<file path="config.mk">
export PLATFORM = sky130hd
export DESIGN_NAME = header_sync_frame_receiver_unit_flat
export DESIGN_NICKNAME = d
export VERILOG_FILES = /design/src/hdl/hsfr_pkg.sv /design/src/hdl/hsfr_stream_if.sv /design/src/hdl/hsfr_in_stage.sv /design/src/hdl/hsfr_core.sv /design/src/hdl/header_sync_frame_receiver_unit.sv /design/src/flat_wrapper.sv
export SDC_FILE = /design/constraint.sdc
export NUM_CORES = 1
export LEC_CHECK = 0
export BUFFER_PORTS_ARGS = -buffer_cell sky130_fd_sc_hd__clkbuf_2
export CELL_PAD_IN_SITES_DETAIL_PLACEMENT = 1
export CELL_PAD_IN_SITES_GLOBAL_PLACEMENT = 1
export CORE_MARGIN = 3
export CORE_UTILIZATION = 54
export DETAILED_ROUTE_END_ITERATION = 12
export PLACE_DENSITY_LB_ADDON = 0.2
export RECOVER_POWER = 50
export SKIP_CTS_REPAIR_TIMING = 1
export SLEW_MARGIN = 20
export SYNTH_ARGS = -nofsm -noshare
export SYNTH_HDL_FRONTEND = slang
export SYNTH_SLANG_ARGS = --single-unit
export TNS_END_PERCENT = 100
</file>
<file path="constraint.sdc">
create_clock -name clk -period 9 [get_ports clk]
set_clock_uncertainty 0.05 [all_clocks]
set_input_delay 1.8 -clock clk [delete_from_list [all_inputs] [get_ports clk]]
set_output_delay 1.8 -clock clk [all_outputs]
set_load 0.005 [all_outputs]
</file>
<file path="src/hdl/hsfr_pkg.sv">
`timescale 1ns / 1ps
// ----------------------------------------------------------------------------
// hsfr_pkg
// Types and constants shared by the header sync frame receiver.
// ----------------------------------------------------------------------------
package hsfr_pkg;

	localparam int BUF_DEPTH   = 15;
	localparam int LEVEL_COUNT = 9;
	localparam int LEVEL_BASE  = 5;
	localparam int CHECK_POS   = 14;
	localparam int WIN_LAST    = 4;

	localparam logic [7:0] SYNC_HI    = 8'hFF;
	localparam logic [7:0] SYNC_LO    = 8'h00;
	localparam logic [7:0] TYPE_FULL  = 8'd1;
	localparam logic [7:0] TYPE_SHORT = 8'd2;

	localparam logic [3:0] FIRST_POS  = 4'd5;
	localparam logic [3:0] LAST_FULL  = 4'd14;
	localparam logic [3:0] LAST_SHORT = 4'd10;

	typedef struct packed {
		logic [7:0] rx_byte;
	} rx_item_t;

	typedef struct packed {
		logic [7:0]  frame_type;
		logic [7:0]  level_0;
		logic [7:0]  level_1;
		logic [7:0]  level_2;
		logic [7:0]  level_3;
		logic [7:0]  level_4;
		logic [7:0]  level_5;
		logic [7:0]  level_6;
		logic [7:0]  level_7;
		logic [7:0]  level_8;
		logic [7:0]  frame_check;
		logic [15:0] frames_seen;
	} frame_item_t;

	// input register contents handed to the deframer
	typedef struct packed {
		logic       valid;
		logic [7:0] rx_byte;
	} rx_stage_t;

	// deframer outcome for the byte processed this cycle
	typedef struct packed {
		logic        done;
		frame_item_t item;
	} core_res_t;

endpackage

</file>
<file path="src/hdl/hsfr_stream_if.sv">
`timescale 1ns / 1ps
// ----------------------------------------------------------------------------
// hsfr_stream_if
// Valid/ready channel carrying one item of type T.
// ----------------------------------------------------------------------------
interface hsfr_stream_if #(
	parameter type T = logic [7:0]
) ();
	logic valid;
	logic ready;
	T     data;

	modport source (output valid, output data, input ready);
	modport sink   (input valid, input data, output ready);
endinterface

</file>
<file path="src/hdl/hsfr_in_stage.sv">
`timescale 1ns / 1ps
// ----------------------------------------------------------------------------
// hsfr_in_stage
// Input register: holds one received byte until the deframer takes it.
// ----------------------------------------------------------------------------
module hsfr_in_stage (
	input  logic              clk,
	input  logic              arst_n,
	hsfr_stream_if.sink       rx_chan,
	input  logic              take,
	output hsfr_pkg::rx_stage_t stage
);
	import hsfr_pkg::*;

	logic       valid_s1;
	logic [7:0] byte_s1;

	assign rx_chan.ready = !valid_s1 || take;

	always_ff @(posedge clk or negedge arst_n) begin
		if (!arst_n) begin
			valid_s1 <= 1'b0;
		end else if (rx_chan.ready) begin
			valid_s1 <= rx_chan.valid;
		end
	end

	always_ff @(posedge clk) begin
		if (rx_chan.valid && rx_chan.ready) begin
			byte_s1 <= rx_chan.data.rx_byte;
		end
	end

	assign stage.valid   = valid_s1;
	assign stage.rx_byte = byte_s1;

endmodule

</file>
<file path="src/hdl/hsfr_core.sv">
`timescale 1ns / 1ps
// ----------------------------------------------------------------------------
// hsfr_core
// Deframer state: header window, frame buffer, held levels, frame counter.
// Processes one byte per cycle when fire is high.
// ----------------------------------------------------------------------------
module hsfr_core (
	input  logic                clk,
	input  logic                arst_n,
	input  logic                fire,
	input  logic [7:0]          rx_byte,
	output hsfr_pkg::core_res_t res
);
	import hsfr_pkg::*;

	logic [7:0]  buf_q    [BUF_DEPTH];
	logic [7:0]  buf_nx   [BUF_DEPTH];
	logic [7:0]  level_q  [LEVEL_COUNT];
	logic [7:0]  level_nx [LEVEL_COUNT];
	logic [7:0]  check_q, check_nx;
	logic [15:0] total_q, total_nx;
	logic        collect_q, collect_nx;
	logic [3:0]  wpos_q, wpos_nx;
	logic [3:0]  last_q, last_nx;
	logic        store;
	logic        done;

	always_comb begin
		buf_nx     = buf_q;
		level_nx   = level_q;
		check_nx   = check_q;
		total_nx   = total_q;
		collect_nx = collect_q;
		wpos_nx    = wpos_q;
		last_nx    = last_q;
		store      = 1'b0;
		done       = 1'b0;
		if (!collect_q) begin
			for (int i = 0; i < WIN_LAST; i++) begin
				buf_nx[i] = buf_q[i + 1];
			end
			buf_nx[WIN_LAST] = rx_byte;
			// header check on the shifted window
			if (buf_q[1] == SYNC_HI && buf_q[2] == SYNC_LO &&
					buf_q[3] == SYNC_HI && buf_q[4] == SYNC_LO) begin
				collect_nx = 1'b1;
				wpos_nx    = FIRST_POS;
				if (rx_byte == TYPE_FULL) begin
					last_nx = LAST_FULL;
				end else if (rx_byte == TYPE_SHORT) begin
					last_nx = LAST_SHORT;
				end
			end
		end else begin
			store = (wpos_q <= last_q);
			if (store) begin
				for (int i = 0; i < BUF_DEPTH; i++) begin
					if (wpos_q == 4'(i)) begin
						buf_nx[i] = rx_byte;
					end
				end
				wpos_nx = wpos_q + 4'd1;
			end
			if (!(wpos_nx <= last_q)) begin
				done       = 1'b1;
				collect_nx = 1'b0;
				if (buf_q[WIN_LAST] == TYPE_FULL) begin
					for (int i = 0; i < LEVEL_COUNT; i++) begin
						level_nx[i] = buf_nx[LEVEL_BASE + i];
					end
					check_nx = buf_nx[CHECK_POS];
				end
				total_nx = total_q + 16'd1;
			end
		end
	end

	always_ff @(posedge clk or negedge arst_n) begin
		if (!arst_n) begin
			for (int i = 0; i < BUF_DEPTH; i++) begin
				buf_q[i] <= '0;
			end
			for (int i = 0; i < LEVEL_COUNT; i++) begin
				level_q[i] <= '0;
			end
			check_q   <= '0;
			total_q   <= '0;
			collect_q <= 1'b0;
			wpos_q    <= '0;
			last_q    <= '0;
		end else if (fire) begin
			buf_q     <= buf_nx;
			level_q   <= level_nx;
			check_q   <= check_nx;
			total_q   <= total_nx;
			collect_q <= collect_nx;
			wpos_q    <= wpos_nx;
			last_q    <= last_nx;
		end
	end

	assign res.done                  = done;
	assign res.item.frame_type       = buf_q[WIN_LAST];
	assign res.item.level_0          = level_nx[0];
	assign res.item.level_1          = level_nx[1];
	assign res.item.level_2          = level_nx[2];
	assign res.item.level_3          = level_nx[3];
	assign res.item.level_4          = level_nx[4];
	assign res.item.level_5          = level_nx[5];
	assign res.item.level_6          = level_nx[6];
	assign res.item.level_7          = level_nx[7];
	assign res.item.level_8          = level_nx[8];
	assign res.item.frame_check      = check_nx;
	assign res.item.frames_seen      = total_nx;

endmodule

</file>
<file path="src/hdl/header_sync_frame_receiver_unit.sv">
`timescale 1ns / 1ps
// A byte that completes a frame passes through the input register and then the result
// register before its result shows on frame_chan.
// Throughput: one byte per cycle while the result side is ready; the input register
// and the result register let one byte in while a result waits.
// Reset (arst_n low, asynchronous): window, frame buffer, held levels, checksum and
// frame counter clear to zero; the receiver idles searching for FF 00 FF 00.
// ----------------------------------------------------------------------------
// header_sync_frame_receiver_unit
// Serial frame deframer: header sync, frame collection, level latch, result reg.
// ----------------------------------------------------------------------------
module header_sync_frame_receiver_unit (
	input  logic          clk,
	input  logic          arst_n,
	hsfr_stream_if.sink   rx_chan,
	hsfr_stream_if.source frame_chan
);
	import hsfr_pkg::*;

	rx_stage_t   stage;
	core_res_t   res;
	logic        fire;
	logic        out_valid_q;
	frame_item_t out_data_q;

	assign fire = stage.valid && (!out_valid_q || frame_chan.ready);

	hsfr_in_stage u_in (
		.clk     (clk),
		.arst_n  (arst_n),
		.rx_chan (rx_chan),
		.take    (fire),
		.stage   (stage)
	);

	hsfr_core u_core (
		.clk     (clk),
		.arst_n  (arst_n),
		.fire    (fire),
		.rx_byte (stage.rx_byte),
		.res     (res)
	);

	always_ff @(posedge clk or negedge arst_n) begin
		if (!arst_n) begin
			out_valid_q <= 1'b0;
		end else if (fire && res.done) begin
			out_valid_q <= 1'b1;
		end else if (frame_chan.ready) begin
			out_valid_q <= 1'b0;
		end
	end

	always_ff @(posedge clk) begin
		if (fire && res.done) begin
			out_data_q <= res.item;
		end
	end

	assign frame_chan.valid = out_valid_q;
	assign frame_chan.data  = out_data_q;

endmodule

</file>
<file path="src/flat_wrapper.sv">
// flat-port wrapper written by rule: the top's interface ports become plain ports
module header_sync_frame_receiver_unit_flat import hsfr_pkg::*;
  (clk, arst_n, rx_chan_valid, rx_chan_data, rx_chan_ready, frame_chan_valid, frame_chan_data, frame_chan_ready);
  hsfr_stream_if #(.T(rx_item_t)) rx_chan_i ();
  hsfr_stream_if #(.T(frame_item_t)) frame_chan_i ();
  input  logic clk;
  input  logic arst_n;
  input wire logic [$bits(rx_chan_i.valid)-1:0] rx_chan_valid;
  input wire logic [$bits(rx_chan_i.data)-1:0] rx_chan_data;
  output wire logic [$bits(rx_chan_i.ready)-1:0] rx_chan_ready;
  output wire logic [$bits(frame_chan_i.valid)-1:0] frame_chan_valid;
  output wire logic [$bits(frame_chan_i.data)-1:0] frame_chan_data;
  input wire logic [$bits(frame_chan_i.ready)-1:0] frame_chan_ready;
  assign rx_chan_i.valid = rx_chan_valid;
  assign rx_chan_i.data = rx_chan_data;
  assign rx_chan_ready = rx_chan_i.ready;
  assign frame_chan_valid = frame_chan_i.valid;
  assign frame_chan_data = frame_chan_i.data;
  assign frame_chan_i.ready = frame_chan_ready;
  header_sync_frame_receiver_unit u_core (.clk(clk), .arst_n(arst_n), .rx_chan(rx_chan_i), .frame_chan(frame_chan_i));
endmodule
</file>
* Word level (Yosys, flattened, before mapping)
Index checks and enable logic that the tools add are counted.
** Word-level totals
- Output and inout port bits :: 106
- Input bits :: 12
- Register bits after elaboration :: 331
** Cells by class
- Bitwise logic cells :: 1
- Multiplexer cells :: 37
- Add/subtract/negate cells :: 2
- $lt $le $gt $ge :: 2
- Eq/ne operators :: 24
- Reduce and logical (&&, ||, !) cells :: 22
** Operators by type and width (count)
- $mux W72 :: 3
- $mux W8 :: 17
- $mux W112 :: 1
- $mux W16 :: 2
- $mux W32 :: 1
- $eq A4 B4 Y1 const B :: 7
- $mux W4 :: 6
- $add A16 B1 Y16 const B :: 1
- $eq A4 B3 Y1 const B :: 4
- $eq A8 B1 Y1 const B :: 2
- $eq A8 B8 Y1 const B :: 2
- $logic_not A8 Y1 :: 2
- $reduce_and A3 Y1 :: 4
- $ne A2 B1 Y1 const B :: 5
- $eq A4 B2 Y1 const B :: 2
- $eq A8 B2 Y1 const B :: 1
- $le A4 B4 Y1 :: 2
- $mux W1 :: 7
- $logic_and A1 B1 Y1 :: 6
- $reduce_bool A2 Y1 :: 3
- $add A4 B1 Y4 const B :: 1
- $eq A4 B1 Y1 const B :: 1
- $reduce_and A2 Y1 :: 2
- $reduce_and A4 Y1 :: 1
- other kinds (3) :: 5

* Depth between registers and ports, before layout
- Word-level depth :: 8
- Mapped depth :: 14
- Depth with buffers taken out :: 12

* Cells and area by module
From an unflattened synthesis, not the netlist that was laid out.
** Second synthesis, totals
- Cell total of the unflattened synthesis :: 1032
- Area, all modules :: 15144.5 µm²
** Modules (own cells, without submodules)
- hsfr_core :: instances 1, sequential area each 5380.2 µm², cells an instance 909, area an instance 11651.2 µm²
- header_sync_frame_receiver_unit :: instances 1, sequential area each 3148.0 µm², cells an instance 110, area an instance 3191.8 µm²
- hsfr_in_stage :: instances 1, sequential area each 265.3 µm², cells an instance 13, area an instance 301.5 µm²

* Worst setup path after synthesis
Ideal clock, no wire load.
- Path kind :: register -> register
- Start :: register u_core.u_core.last_q[1]
- End :: register u_core.out_data_q, in the netlist u_core.frame_chan.data[0], enable pin
- Cell stages (with the launch flop) :: 14
- Data arrival time :: 4631 ps
- Clock period less this slack :: 5138 ps
- Path slack :: 3862 ps
- Buffers on the path :: 1
- Data required time :: 8493 ps
- Cell sequence :: dfrtp_1 inv_1 ha_1 and3b_1 o21ai_0 clkbuf_1 nand2_1 xnor2_1 ha_1 nor2b_1 o31a_1 and3_1 nand2_1 inv_1
** On the way
- Word-level cells in the longest chain between the ends :: 7
** Ends and longest elaborated chain
- from (decl) :: RTL line hsfr_core.sv:24 : logic [3:0] last_q, last_nx;
- from (signal assigned) :: RTL line hsfr_core.sv:98 : last_q <= last_nx;
- $le A4 B4 Y1 :: RTL line hsfr_core.sv:55 : store = (wpos_q <= last_q);
- $mux W4 :: RTL line hsfr_core.sv:56 : if (store) begin
- $mux W4 :: RTL line hsfr_core.sv:38 : if (!collect_q) begin
- $le A4 B4 Y1 (*) :: RTL line hsfr_core.sv:64 : if (!(wpos_nx <= last_q)) begin
- $mux W1 (*) :: RTL line hsfr_core.sv:64
- $mux W1 (*) :: RTL line hsfr_core.sv:38
- $logic_and A1 B1 Y1 (*) :: RTL line header_sync_frame_receiver_unit.sv:55 : if (fire && res.done) begin
- to (signal assigned) :: RTL line header_sync_frame_receiver_unit.sv:56 : out_data_q <= res.item;
- to (decl) :: RTL line header_sync_frame_receiver_unit.sv:24 : frame_item_t out_data_q;
Every way passes the cells marked *; elsewhere a longest branch is shown, timed or not. The select of a mux whose other input is x is not followed.
A chain may end at the register's enable or synchronous reset.

* Worst setup path in the final report
- Start :: register u_core.u_core.wpos_q[2]
- End :: register u_core.out_data_q, in the netlist u_core.frame_chan.data[103], enable pin
** On the way
- Word-level cells in the longest chain between the ends :: 7
- Elaborated cells on any way between the ends :: 8
- Those cells by class :: add/sub (1); order compare (2); mux (4); reduce/logical (1)
** Ends and longest elaborated chain
- from (decl) :: RTL line hsfr_core.sv:23 : logic [3:0] wpos_q, wpos_nx;
- from (signal assigned) :: RTL line hsfr_core.sv:97 : wpos_q <= wpos_nx;
- $add A4 B1 Y4 or $le A4 B4 Y1 (tied branches) :: RTL line hsfr_core.sv:62, hsfr_core.sv:55
- $mux W4 (*) :: RTL line hsfr_core.sv:56
- $mux W4 (*) :: RTL line hsfr_core.sv:38
- $le A4 B4 Y1 (*) :: RTL line hsfr_core.sv:64
- $mux W1 (*) :: RTL line hsfr_core.sv:64
- $mux W1 (*) :: RTL line hsfr_core.sv:38
- $logic_and A1 B1 Y1 (*) :: RTL line header_sync_frame_receiver_unit.sv:55
Marks and branches as above.

==> summary.txt <==
Outcome
  – Outcome: complete, but fails checks
  – Failing checks: max-capacitance violations, max-slew violations

Floorplanning
  – Total die area: 29200 sq um
  – Core ar.: 26400 sq um
  – Initial Util: 55.6%
  – Chip Height: 171 um
  – Ports: 118
  – Die Wd: 171 um
  – Rows: 59

Worst hold path
  – Worst hold start: u_core.u_core.res[102]
  – WHS Endpoint: u_core.frame_chan.data[102]
  – Worst Hold Class: flop to flop
  – Hold Path Stages: 0

Synth
  – Primary FF master, synth: dfrtp_1
  – Register area share after synthesis: 60.0%
  – Asr flop ratio synth: 66.0%
  – Mapped Nets: 1024
  – Seq cells post-synth: 329
  – EDFF count, synth: 112
  – Post-Syn Instances: 1001
  – Yosys warnings: 0
  – Unique masters post-synth: 45
  – Avg Inst Size Synth: 14.6 sq um
  – Cell area after synthesis: 14700 sq um

Setup path
  – Kind of critical path: flop to flop
  – Path depth of the worst reg2reg path: 13
  – CP Data Arrival Time: 5440 ps
  – Startpoint Class: flop
  – RR Startpoint: u_core.u_core.wpos_q[2]
  – R2R Setup Slk: 3630 ps
  – CP startpoint: u_core.u_core.wpos_q[2]
  – CP endpoint kind: flop
  – Worst EP required: 9070 ps
  – R2r endpoint: u_core.frame_chan.data[103]
  – Critical Path Fanout Max: 75

Power
  – Pwr Density: 185 nW/um^2
  – Worst VDD drop: 0.000149 V
  – Design Power: 3.05 mW
  – Leak pwr: 7.71 nW

Cells and area
  – Ant. Diodes: 0
  – Most frequent cells in the layout: mux2_2 (339), dfrtp_1 (217), edfxtp_1 (112)
  – Commonest non-fill, non-tap cell in the layout: mux2_2
  – Area Overhead vs Synth: 12.4%
  – Util after Layout: 62.5%
  – # fillers: 2489
  – Final design instance area without fill: 16500 sq um
  – Non-filler instance count after layout: 1466
  – Area of the multi-input gates: 5500 sq um
  – Proportion of layout cells with a drive suffix above 1: 39.3%
  – Final nets: 1129
  – Sequential cell area: 8790 sq um

Placement
  – Post-placement cell count: 1402
  – Placed inst area: 15500 sq um
  – DP Wirelength: 20.1 mm
  – GP Congestion: 0.843
  – Post-place setup slack: 3630 ps
  – I/O Buffers: 117

Timing
  – RSZ-0062 raised after global routing: no
  – Min Hold Slack: 424 ps
  – Max frequency: 186 MHz
  – Final worst path period share: 59.7%
  – Final hold violations: 0
  – Final setup violation count: 0
  – Slew @ Worst Pin: 3130 ps
  – Slew Limit Fails: 116
  – Final Critical Period: 5370 ps
  – Setup TNS Final: 0 ps
  – Slew Limit Headroom: -109%
  – Final worst slack: 3630 ps

Routing
  – Iteration-0 DRC Markers: 490
  – DRC: 0
  – 1st-pass router iterations: 4
  – Drt wl/cell: 23.1 um
  – Final wirelength: 33.8 mm
  – Post-DRT Antenna Nets: 0
  – Vias: 8514
  – Vias/cell: 5.81

CTS
  – CTS tree: yes
  – CTS Root Cell: clkbuf_16
  – Clk pin slew, worst setup/hold paths: 60 ps
  – Clk_lat worst skew: 510 ps
  – Clock H-tree levels: 2
  – Clk buf depth: 3
  – Inserted Clock Buffers: 35
  – Num Clock Sinks: 329

GRT
  – Largest net degree at the start of global routing: 106
  – First-pass GRT wire length: 53.8 mm
  – Grt ovf: 0
  – Total track usage: 23.6%
  – Vias in the first global route: 9422
  – Antenna violations before repair: 0

Run
  – Maximum capacitance violations: 2
## cell families (layout without fill, tap and decap cells)
family          count (synthesis)  after routing  share of synthesized area (%)
mux                           358            358                           27.5
flops                         329            329                           60.0
simple gates                  135            135                           5.19
buf+inv                        90            220                           2.50
compound gates                 45             45                           1.91
xor+xnor                       33             33                           1.97
fa+ha+maj                      11             11                          0.939
## cell usage after synthesis, drive strengths merged (2+ instances only)
master	n	area, sq um
nand2	23	86.3
o31ai	2	15.0
and4b	2	20.0
o22ai	3	31.3
nor3	6	30.0
nand4	11	68.8
inv	29	109
nand4b	3	26.3
o21ai	27	135
ha	11	138
or3	2	12.5
or4	3	26.3
mux2i	4	40.0
nor4	7	71.3
nand2b	3	18.8
nand3	24	120
o21a	3	22.5
dfrtp	217	5430
xnor2	21	184
and3	21	131
xor2	12	105
mux2	354	3990
nor2	17	63.8
buf	33	153
a21o	2	15.0
and2	7	43.8
clkbuf	28	105
edfxtp	112	3360
nor2b	4	25.0
## critical path, cell delays in order, from the launching register on
cell	delay (ps)
dfrtp_1	510
ha_1	390
and3b_1	230
o21ai_1	150
buf_4	250
nand2_1	150
xnor2_1	170
ha_1	320
nor2b_1	190
o31a_1	220
and3_1	670
nand2_1	370
inv_4	410
buf_4	820
## registers in the layout (all words and copies together), names as in the netlist, 2 cells and up
| signal | cells |
|---|---|
| u_core.frame_chan.data | 104 |
| u_core.u_core.wpos_q | 4 |
| u_core.u_core.total_q | 16 |
| u_core.u_core.res | 8 |
| u_core.u_core.level_q | 72 |
| u_core.u_core.buf_q | 104 |
| u_core.u_in.byte_s1 | 8 |
| u_core.u_core.check_q | 8 |
| u_core.u_core.last_q | 2 |
## area by class of cell
cell class | instances | share of cell area [%]
clock buffers | 47 | 5.77
clock inverters | 15 | 0.585
inverters | 29 | 0.676
multi-input cells | 582 | 33.4
flip-flops and latches | 329 | 53.4
well taps | 335 | 2.54
repair buffers | 129 | 3.71
## worst max-delay path by stage
stage                                   to  slack [ps]  depth (start not counted)
4_1_cts        u_core.frame_chan.data[102]        3610                         13
5_1_grt        u_core.frame_chan.data[102]        3190                         13
3_5_place_dp    u_core.frame_chan.data[82]        3630                         13
2_1_floorplan    u_core.frame_chan.data[0]        3860                         13
3_3_place_gp    u_core.frame_chan.data[82]        3880                         13
6_report       u_core.frame_chan.data[103]        3630                         13
## metal layers
metal | wire, um | global-route usage, % | up-vias
met5 | 0 | 0 | -
met3 | 1380 | 3.33 | 53
met1 | 14500 | 31.2 | 4440
li1 | - | - | 3830
met4 | 706 | 6.07 | 0
met2 | 17200 | 41.1 | 191
## where the power goes
part	total [mW]	switching [mW]	internal (mW)
clock network	1.34	0.570	0.770
registers	1.62	0.0417	1.58
logic	0.0954	0.0555	0.0399
total	3.05	0.667	2.38
Power figures use the tool's default switching activity.
